<file path="src/rtl/core/acsc_pkg.sv">
// Alarm-clock setting controller: shared field widths, event codes and time constants.
// Used by alarm_clock_setting_controller_top. No dependencies.
package acsc_pkg;

  // Field widths
  localparam int unsigned ReqW    = 3;
  localparam int unsigned HourW   = 5;
  localparam int unsigned MinuteW = 6;
  localparam int unsigned ModeW   = 4;
  localparam int unsigned MsW     = 27;

  typedef logic [ReqW-1:0]    req_t;
  typedef logic [HourW-1:0]   hour_t;
  typedef logic [MinuteW-1:0] minute_t;
  typedef logic [ModeW-1:0]   mode_t;
  typedef logic [MsW-1:0]     ms_t;

  // Event codes carried by req_type
  localparam req_t EvJoy   = 3'd0;
  localparam req_t EvRot   = 3'd1;
  localparam req_t EvCw    = 3'd2;
  localparam req_t EvCcw   = 3'd3;
  localparam req_t EvCheck = 3'd4;

  // Wrap limits, held one below the modulus
  localparam hour_t   HourMax   = 5'd23;
  localparam minute_t MinuteMax = 6'd59;

  // Milliseconds per hour and per minute
  localparam ms_t MsPerHour   = 27'd3600000;
  localparam ms_t MsPerMinute = 27'd60000;

endpackage

</file>
<file path="src/rtl/core/alarm_clock_setting_controller_top.sv">
// Alarm-clock setting controller: mode state machine, settings and result register.
// Depends on acsc_pkg.
//
// Usage:
//   Input channel (in_valid_i / in_stall_o) carries one event per transaction:
//   req_type_i selects joystick press, rotary press, clockwise, counterclockwise
//   or alarm check; now_hour_i / now_minute_i give the running time for checks.
//   Output channel (out_valid_o / out_stall_i) returns exactly one result per
//   event: the mode after the event, all four settings, the armed lamp, the
//   ringing flag and a time-load strobe with the time in milliseconds.
// Result: registered, and it appears in the cycle after the event is accepted.
// Throughput: one event per cycle unless a waiting result is stalled. The mode
//   and settings registers update in the accepting cycle, so the next event sees them at once.
// Stall: while a result waits and out_stall_i is high, in_stall_o is high; an
//   event is taken in the same cycle that the waiting result is taken.
// Reset: asynchronous, active low. Mode returns to init, all settings and
//   flags clear, and the output register empties.
module alarm_clock_setting_controller_top (
  input  logic             clk_i,
  input  logic             rst_ni,
  // Event channel
  input  logic             in_valid_i,
  output logic             in_stall_o,
  input  acsc_pkg::req_t   req_type_i,
  input  acsc_pkg::hour_t  now_hour_i,
  input  acsc_pkg::minute_t now_minute_i,
  // Result channel
  output logic             out_valid_o,
  input  logic             out_stall_i,
  output acsc_pkg::mode_t  mode_o,
  output acsc_pkg::hour_t  clock_hour_setting_o,
  output acsc_pkg::minute_t clock_minute_setting_o,
  output acsc_pkg::hour_t  alarm_hour_setting_o,
  output acsc_pkg::minute_t alarm_minute_setting_o,
  output logic             armed_indicator_o,
  output logic             ringing_o,
  output logic             time_load_o,
  output acsc_pkg::ms_t    time_load_ms_o
);
  import acsc_pkg::*;

  typedef enum logic [ModeW-1:0] {
    M_INIT     = 4'd0,
    M_SETHOUR  = 4'd1,
    M_SETMIN   = 4'd2,
    M_RUN      = 4'd3,
    M_ARMED    = 4'd4,
    M_DISARMED = 4'd5,
    M_ALHOUR   = 4'd6,
    M_ALMIN    = 4'd7,
    M_RINGING  = 4'd8
  } mode_e;

  mode_e   mode_q, mode_d;
  hour_t   set_hour_q, set_hour_d;
  minute_t set_minute_q, set_minute_d;
  hour_t   alarm_hour_q, alarm_hour_d;
  minute_t alarm_minute_q, alarm_minute_d;
  logic    alarm_armed_q, alarm_armed_d;
  logic    checks_active_q, checks_active_d;
  logic    strobe_d;
  ms_t     ms_d;

  logic    out_valid_q;
  mode_t   out_mode_q;
  hour_t   out_set_hour_q, out_alarm_hour_q;
  minute_t out_set_minute_q, out_alarm_minute_q;
  logic    out_armed_q, out_ringing_q, out_strobe_q;
  ms_t     out_ms_q;

  logic    in_accept;
  logic    inc_ev;
  logic    alarm_due;

  // Handshake: take an event whenever the result register is free or draining
  assign in_stall_o = out_valid_q & out_stall_i;
  assign in_accept  = in_valid_i & ~in_stall_o;

  assign inc_ev    = (req_type_i == EvRot) || (req_type_i == EvCw);
  assign alarm_due = checks_active_q && alarm_armed_q &&
                     (now_hour_i == alarm_hour_q) && (now_minute_i == alarm_minute_q) &&
                     (alarm_minute_q != '0);

  // Next mode and settings for the event on the input
  always_comb begin
    mode_d          = mode_q;
    set_hour_d      = set_hour_q;
    set_minute_d    = set_minute_q;
    alarm_hour_d    = alarm_hour_q;
    alarm_minute_d  = alarm_minute_q;
    alarm_armed_d   = alarm_armed_q;
    checks_active_d = checks_active_q;
    strobe_d        = 1'b0;
    ms_d            = '0;

    case (mode_q)
      M_INIT: begin
        if (inc_ev) begin
          set_hour_d = (set_hour_q >= HourMax) ? '0 : set_hour_q + 1'b1;
          mode_d     = M_SETHOUR;
        end else if (req_type_i == EvJoy) begin
          mode_d = M_SETMIN;
        end
      end
      M_SETHOUR: begin
        if (inc_ev) begin
          set_hour_d = (set_hour_q >= HourMax) ? '0 : set_hour_q + 1'b1;
        end else if (req_type_i == EvCcw) begin
          set_hour_d = (set_hour_q != '0) ? set_hour_q - 1'b1 : '0;
        end else if (req_type_i == EvJoy) begin
          mode_d = M_SETMIN;
        end
      end
      M_SETMIN: begin
        if (inc_ev) begin
          set_minute_d = (set_minute_q >= MinuteMax) ? '0 : set_minute_q + 1'b1;
        end else if (req_type_i == EvCcw) begin
          set_minute_d = (set_minute_q != '0) ? set_minute_q - 1'b1 : '0;
        end else if (req_type_i == EvJoy) begin
          // Load time at full width; products stay below 2^27
          strobe_d = 1'b1;
          ms_d     = MsW'(MsW'(set_hour_q) * MsPerHour) +
                     MsW'(MsW'(set_minute_q) * MsPerMinute);
          mode_d   = M_RUN;
        end
      end
      M_RUN, M_ARMED: begin
        if (req_type_i == EvRot) begin
          if (mode_q == M_RUN) begin
            alarm_armed_d   = 1'b1;
            checks_active_d = 1'b1;
            mode_d          = M_ARMED;
          end else begin
            alarm_armed_d   = 1'b0;
            checks_active_d = 1'b0;
            mode_d          = M_DISARMED;
          end
        end else if (req_type_i == EvJoy) begin
          checks_active_d = 1'b0;
          alarm_hour_d    = '0;
          alarm_minute_d  = '0;
          mode_d          = M_ALHOUR;
        end else if (req_type_i == EvCheck && alarm_due) begin
          mode_d = M_RINGING;
        end
      end
      M_DISARMED: begin
        if (req_type_i == EvRot) begin
          alarm_armed_d   = 1'b1;
          checks_active_d = 1'b1;
          mode_d          = M_ARMED;
        end else if (req_type_i == EvJoy) begin
          checks_active_d = 1'b0;
          alarm_hour_d    = '0;
          alarm_minute_d  = '0;
          mode_d          = M_ALHOUR;
        end
      end
      M_ALHOUR: begin
        if (inc_ev) begin
          alarm_hour_d = (alarm_hour_q >= HourMax) ? '0 : alarm_hour_q + 1'b1;
        end else if (req_type_i == EvCcw) begin
          alarm_hour_d = (alarm_hour_q != '0) ? alarm_hour_q - 1'b1 : '0;
        end else if (req_type_i == EvJoy) begin
          mode_d = M_ALMIN;
        end
      end
      M_ALMIN: begin
        if (inc_ev) begin
          alarm_minute_d = (alarm_minute_q >= MinuteMax) ? '0 : alarm_minute_q + 1'b1;
        end else if (req_type_i == EvCcw) begin
          alarm_minute_d = (alarm_minute_q != '0) ? alarm_minute_q - 1'b1 : '0;
        end else if (req_type_i == EvJoy) begin
          mode_d = M_RUN;
        end
      end
      M_RINGING: begin
        if (req_type_i == EvJoy || req_type_i == EvRot) begin
          mode_d = M_RUN;
        end
      end
      default: begin
        mode_d = M_INIT;
      end
    endcase
  end

  // Mode, settings and result register
  always_ff @(posedge clk_i or negedge rst_ni) begin
    if (!rst_ni) begin
      mode_q          <= M_INIT;
      set_hour_q      <= '0;
      set_minute_q    <= '0;
      alarm_hour_q    <= '0;
      alarm_minute_q  <= '0;
      alarm_armed_q   <= 1'b0;
      checks_active_q <= 1'b0;
      out_valid_q     <= 1'b0;
    end else begin
      if (in_accept) begin
        mode_q          <= mode_d;
        set_hour_q      <= set_hour_d;
        set_minute_q    <= set_minute_d;
        alarm_hour_q    <= alarm_hour_d;
        alarm_minute_q  <= alarm_minute_d;
        alarm_armed_q   <= alarm_armed_d;
        checks_active_q <= checks_active_d;
        out_valid_q     <= 1'b1;
      end else if (!out_stall_i) begin
        out_valid_q <= 1'b0;
      end
    end
  end

  // Result payload, no reset needed
  always_ff @(posedge clk_i) begin
    if (in_accept) begin
      out_mode_q         <= mode_t'(mode_d);
      out_set_hour_q     <= set_hour_d;
      out_set_minute_q   <= set_minute_d;
      out_alarm_hour_q   <= alarm_hour_d;
      out_alarm_minute_q <= alarm_minute_d;
      out_armed_q        <= alarm_armed_d;
      out_ringing_q      <= (mode_d == M_RINGING);
      out_strobe_q       <= strobe_d;
      out_ms_q           <= ms_d;
    end
  end

  assign out_valid_o            = out_valid_q;
  assign mode_o                 = out_mode_q;
  assign clock_hour_setting_o   = out_set_hour_q;
  assign clock_minute_setting_o = out_set_minute_q;
  assign alarm_hour_setting_o   = out_alarm_hour_q;
  assign alarm_minute_setting_o = out_alarm_minute_q;
  assign armed_indicator_o      = out_armed_q;
  assign ringing_o              = out_ringing_q;
  assign time_load_o            = out_strobe_q;
  assign time_load_ms_o         = out_ms_q;

  // Checks
  a_strobe_lands_in_run: assert property (@(posedge clk_i) disable iff (!rst_ni)
    out_valid_o && time_load_o |-> mode_o == mode_t'(M_RUN))
    else $error("time-load strobe without run mode");

  a_ms_zero_without_strobe: assert property (@(posedge clk_i) disable iff (!rst_ni)
    out_valid_o && !time_load_o |-> time_load_ms_o == '0)
    else $error("time_load_ms nonzero without strobe");

  a_ringing_flag_matches_mode: assert property (@(posedge clk_i) disable iff (!rst_ni)
    out_valid_o |-> ringing_o == (mode_o == mode_t'(M_RINGING)))
    else $error("ringing flag disagrees with mode");

  a_ringing_needs_armed: assert property (@(posedge clk_i) disable iff (!rst_ni)
    mode_q == M_RINGING |-> alarm_armed_q)
    else $error("ringing while alarm not armed");

  a_hold_when_result_stalled: assert property (@(posedge clk_i) disable iff (!rst_ni)
    out_valid_o && out_stall_i |=> out_valid_o && $stable(mode_q) && $stable(set_hour_q))
    else $error("state moved while result was stalled");

endmodule

</file>
<file path="config.mk">
export PLATFORM = sky130hd
export DESIGN_NAME = alarm_clock_setting_controller_top
export DESIGN_NICKNAME = d
export VERILOG_FILES = /design/src/rtl/core/acsc_pkg.sv /design/src/rtl/core/alarm_clock_setting_controller_top.sv
export SDC_FILE = /design/constraint.sdc
export NUM_CORES = 1
export LEC_CHECK = 0
export BUFFER_PORTS_ARGS = -buffer_cell sky130_fd_sc_hd__buf_2
export CORE_MARGIN = 2
export CORE_UTILIZATION = 55
export CTS_BUF_LIST = sky130_fd_sc_hd__clkbuf_4
export DETAILED_ROUTE_END_ITERATION = 8
export PLACE_DENSITY = 0.75
export SETUP_SLACK_MARGIN = 0.5
export SLEW_MARGIN = 5
export SYNTH_ARGS = -nofsm -noshare
export SYNTH_HDL_FRONTEND = slang
export SYNTH_SLANG_ARGS = --single-unit
</file>
<file path="constraint.sdc">
create_clock -name clk_i -period 7.39 [get_ports clk_i]
set_input_delay 1.1085 -clock clk_i [delete_from_list [all_inputs] [get_ports clk_i]]
set_output_delay 1.1085 -clock clk_i [all_outputs]
set_load 0.05 [all_outputs]
</file>
* Word level (Yosys, flattened, before mapping)
Index checks and enable logic that the tools add are counted.
** Cells by class
- Bitwise gates (word level) :: 5
- Magnitude comparators :: 4
- Equality and inequality tests :: 16
- Reduce and logical (&&, ||, !) cells :: 20
- $add $sub $neg :: 9
- Mux-type cells :: 54
- $mul :: 2
** Operators with widths (number)
- 6-bit two-way mux :: 11
- 4-bit two-way mux :: 16
- 5-bit two-way mux :: 11
- 4-bit one-hot mux with 7 select lines :: 1
- 27-bit by 22-bit adder with 27-bit output :: 1
- 5-bit by 15-bit multiplier with 20-bit output (second input constant) :: 1
- 5-bit one-hot mux with 2 select lines :: 2
- 6-bit by 11-bit multiplier with 17-bit output (second input constant) :: 1
- 4-bit by 3-bit equality test with 1-bit output (second input constant) :: 4
- 6-bit by 1-bit adder with 6-bit output (second input constant) :: 2
- 6-bit >= comparator (second input constant) :: 2
- 6-bit one-hot mux with 2 select lines :: 1
- 6-bit nonzero test :: 2
- 6-bit by 1-bit subtractor with 6-bit output (second input constant) :: 2
- 5-bit by 1-bit adder with 5-bit output (second input constant) :: 2
- 5-bit >= comparator (second input constant) :: 2
- 1-bit two-way mux :: 10
- 5-bit nonzero test :: 2
- 5-bit by 1-bit subtractor with 5-bit output (second input constant) :: 2
- 4-bit by 2-bit equality test with 1-bit output (second input constant) :: 2
- 4-bit equality test (second input constant) :: 2
- 3-bit by 2-bit equality test with 1-bit output (second input constant) :: 2
- 6-bit equality test :: 1
- 3-bit OR reduction :: 2
- 16 further kinds :: 26
** Word-level totals
- Word-level logic and storage cells :: 127
- Output and inout bits :: 58
- Input bits :: 18
- Register bits after elaboration :: 85

* Longest topological paths before layout
- Depth after elaboration :: 10
- Mapped depth :: 23
- Depth with buffers taken out :: 22

* Worst setup path after synthesis
OpenSTA, ideal clock, no wires.
- Path kind :: register to register
- Start point :: reg set_hour_q[3]
- End point :: reg out_ms_q[26] (netlist: time_load_ms_o[26]), data pin
- Path buffers :: 1
- Required time :: 7.124 ns
- Stages on the path, launching flop included :: 24
- Data arrival time :: 4.650 ns
- Path slack :: 2.474 ns
- Period minus slack after synthesis :: 4.916 ns
- Library setup time :: 0.266 ns
- Cell sequence :: dfrtp_1 -> inv_1 -> ha_1 -> inv_1 -> fa_1 -> inv_1 -> fa_1 -> inv_1 -> ha_1 -> buf_2 -> o21ai_0 -> nand2b_1 -> a31o_2 -> a21o_1 -> a21oi_1 -> xnor2_1 -> ha_1 -> and3_1 -> nand2_1 -> nor3_2 -> o21bai_4 -> a2111oi_4 -> xnor2_1 -> nor2_1
** Between the ends
- Longest elaborated chain between the ends :: 2
** RTL lines
- start: declaration :: line alarm_clock_setting_controller_top.sv:55 : hour_t set_hour_q, set_hour_d;
- start signal: assignment :: line alarm_clock_setting_controller_top.sv:202 : set_hour_q <= set_hour_d;
- 5-bit by 15-bit multiplier with 20-bit output :: line alarm_clock_setting_controller_top.sv:122 : ms_d = MsW'(MsW'(set_hour_q) * MsPerHour) +
- 27-bit by 22-bit adder with 27-bit output :: line alarm_clock_setting_controller_top.sv:122
- end signal: assignment :: line alarm_clock_setting_controller_top.sv:226 : out_ms_q <= ms_d;
- end: declaration :: line alarm_clock_setting_controller_top.sv:69 : ms_t out_ms_q;
No other way between the ends.
A chain may end at the register's enable or synchronous reset.

* Worst setup path in the final report
- Start point :: reg set_minute_q[4]
- End point :: reg out_ms_q[25] (netlist: time_load_ms_o[25]), data pin
** Between the ends
- Longest elaborated chain between the ends :: 2
** RTL lines
- start: declaration :: line alarm_clock_setting_controller_top.sv:56 : minute_t set_minute_q, set_minute_d;
- start signal: assignment :: line alarm_clock_setting_controller_top.sv:203 : set_minute_q <= set_minute_d;
- 6-bit by 11-bit multiplier with 17-bit output :: line alarm_clock_setting_controller_top.sv:123 : MsW'(MsW'(set_minute_q) * MsPerMinute);
- 27-bit by 22-bit adder with 27-bit output :: line alarm_clock_setting_controller_top.sv:122
No other way between the ends.

==> impl_metrics.yaml <==
sta:
  maxSlewViolCount: 0
  fmax_ghz: 0.185
  post-route-min-period_ns: 5.41
  finalClockSkew_ns: 0.0244
  worst_slew_pin_slew_ns: 1.10
  fin_setup_tns_ns: 0
  setup_viol: 0
  slew_headroom_pct: 26.5
  setup_slack_ns: 1.98
  min_period_over_period_pct: 73.2
  rsz0062_at_grt: "false"
  hold_violations: 0
drt:
  vias: 6771
  first_pass_iters: 5
  wl_per_cell_um: 16.3
  drc: 0
  first_iter_violations: 644
  postRouteAntennaNets: 0
  vias_per_cell: 6.00
  drt_wl_total_mm: 18.4
clock_network:
  clkTransAtPathRegs_ns: 0.16
  clk_latency_ns: 0.48
  cts.root.buffer_cell: "clkbuf_4"
  htreeDepth: 3
  clockBufferDepth: 2
  postCtsSetupBuffers: 0
  cts_hold_buf: 0
  cts_tree: "done"
  cts_buffers: 9
  post_cts_resized: 0
  clock-sinks: 80
yosys:
  yosys.area_share.simple_pct: 16.0
  async_flop_share_pct: 36.3
  synth_compound_area_share_pct: 20.0
  synth_edf_count: 51
  yosys.cell_types.count: 70
  synth-adder-area-share_pct: 22.9
  ys_top_cells_by_area: "edfxtp_1 (19%), ha_1 (17%), dfrtp_1 (9.1%), fa_1 (6.3%), a21oi_1 (4.1%)"
  avgSynthCellArea_um2: 8.95
  synth_top_area_share_pct: 19.2
  synthesis.area_um2: 7970
  seq_area_frac_synth_pct: 28.3
  ys_warn_count: 0
  synth_xor_area_share_pct: 5.38
  synth_seq_cells: 80
  yosysTopAreaCell: "edfxtp_1"
  syn_inst: 891
  synth_top_family_by_area: "adder cells"
  synth_flop_cell: "edfxtp_1"
  synth_mux_area_share_pct: 2.35
die:
  io_pins: 76
  rows: 44
  die_width_um: 124
  dieArea_um2: 15500
  die_y_um: 124
  initial_utilization_pct: 55.5
  core_area_um2: 14400
global_route:
  grtUsageTotal_pct: 23.6
  grt_pass1_vias: 6190
  overflow: 0
  grt_max_degree: 47
  grt_first_pass_wirelength_mm: 30.4
  grt_antenna_before_repair: 0
worst_hold_path:
  min_path_cells: 2
  hp-class: "flop to flop"
flow_run:
  cap_violations: 0
finish:
  insertedDiodeCount: 0
  final_nets: 1088
  drive_above_1_share_pct: 12.4
  seq_area_um2: 2260
  area_delta_synth_final_pct: 7.34
  multiInputGateArea_um2: 5330
  fillers: 1263
critical_path:
  r2r_cells: 21
  crit_path_end_kind: "flop"
  critical_path_arrival_ns: 5.65
  required_ns: 7.63
  cp_max_fo: 10
  crit_type: "flop to flop"
  startpoint_type: "flop"
placement:
  gp_congestion: 0.940
  place_hpwl_mm: 13.7
  pre_cts_slack_ns: 2.07
  placement.io_buffers: 70
outcome:
  status: "complete, no violations"
-- cell usage after synthesis, drive strengths merged, types with 11 or more instances --
master,number
clkbuf,29
xor2,15
dfrtp,29
nand2b,16
and3,11
edfxtp,51
mux2,14
inv,60
a31oi,12
nand2,77
a21oi,65
o21ai,66
ha,106
nand3,18
xnor2,34
a21o,16
nor2,74
nor3,30
fa,25
-- metal layers --
layer / up-vias / GRT usage (%) / part of all wire, %
met5: - / 0 / 0
met4: 0 / 6.41 / 1.7
met3: 33 / 3.95 / 5.2
met2: 222 / 37.4 / 47
met1: 3218 / 33.5 / 47
li1: 3298 / - / -
-- path summary, 6_finish.rpt --
path,from,endpoint,slack [ns]
worst max-delay path,set_minute_q[4]$_DFFE_PN0P_,time_load_ms_o[25]$_SDFFCE_PP0P_,1.98
worst min-delay path,out_valid_o$_DFFE_PN0P_,out_valid_o$_DFFE_PN0P_,0.58
worst max register to register,set_minute_q[4]$_DFFE_PN0P_,time_load_ms_o[25]$_SDFFCE_PP0P_,1.98
worst min register to register,out_valid_o$_DFFE_PN0P_,out_valid_o$_DFFE_PN0P_,0.58
max in group asynchronous,rst_ni,out_valid_o$_DFFE_PN0P_,6.23
min in group asynchronous,rst_ni,mode_q[0]$_DFFE_PN0P_,0.67
-- state kept, by name (all words and copies together) (netlist names) --
name                    count
mode_q                      4
clock_hour_setting_o        5
alarm_hour_q                5
alarm_armed_q               1
alarm_minute_setting_o      6
mode_o                      4
out_valid_o                 1
set_hour_q                  5
ringing_o                   1
armed_indicator_o           1
checks_active_q             1
time_load_ms_o             22
alarm_hour_setting_o        5
set_minute_q                6
clock_minute_setting_o      6
time_load_o                 1
alarm_minute_q              6
-- cells by family after synthesis --
group / Yosys count
and+or+nand+nor: 269
AOI/OAI and AO/OA: 244
adders and majority gates: 131
buffers and inverters: 100
DFF: 80
xor gates and xnor gates: 49
muxes: 17
other: 1
-- worst max-delay path, cell delays in order, from the launching register on --
cell       delay, ns
dfrtp_1         0.65
inv_1           0.21
ha_1            0.38
fa_1            0.46
ha_1            0.30
ha_1            0.33
nor2b_1         0.14
o21ai_1         0.15
a21boi_1        0.10
o21ai_1         0.15
a21oi_1         0.10
a41o_1          0.26
nor2_1          0.12
xnor2_1         0.09
ha_1            0.35
nand2_1         0.11
o21ai_0         0.32
o211a_1         0.23
o21ai_1         0.11
a2111oi_2       0.41
xnor2_1         0.16
nor2_1          0.05
-- metrics by stage --
stage          instance area [µm²]  util (%)  cells  hold WS (ns)
2_1_floorplan                 7990         -    895         0.548
3_3_place_gp                  8410      58.6   1112         0.505
3_5_place_dp                  8410      58.6   1112         0.553
4_1_cts                       8560      59.6   1128         0.587
5_1_grt                       8560      59.6   1128         0.634
6_report                      8560      59.6   1128         0.581
-- layout by cell type, fill, tap and decap left out, types with 15 or more instances in the layout --
| cell | count |
|---|---|
| a21o_1 | 16 |
| a21oi_1 | 65 |
| buf_2 | 70 |
| dfrtp_1 | 29 |
| edfxtp_1 | 51 |
| fa_1 | 25 |
| ha_1 | 106 |
| inv_1 | 59 |
| nand2_1 | 77 |
| nand2b_1 | 16 |
| nand3_1 | 18 |
| nor2_1 | 74 |
| nor3_1 | 28 |
| o21ai_0 | 42 |
| o21ai_1 | 24 |
| xnor2_1 | 34 |
| xor2_1 | 15 |
-- final cells by class --
cell class,instances,area share (%)
repair buffers,72,4.27
inverters,61,2.69
flip-flops and latches,80,26.4
clock buffers,9,0.789
multi-input cells,715,62.3
clock inverters,7,0.921
well taps,184,2.69
Power is left out: the tool's default activity adds up to more than one toggle a clock period on the data nets, which glitch-free logic cannot reach.
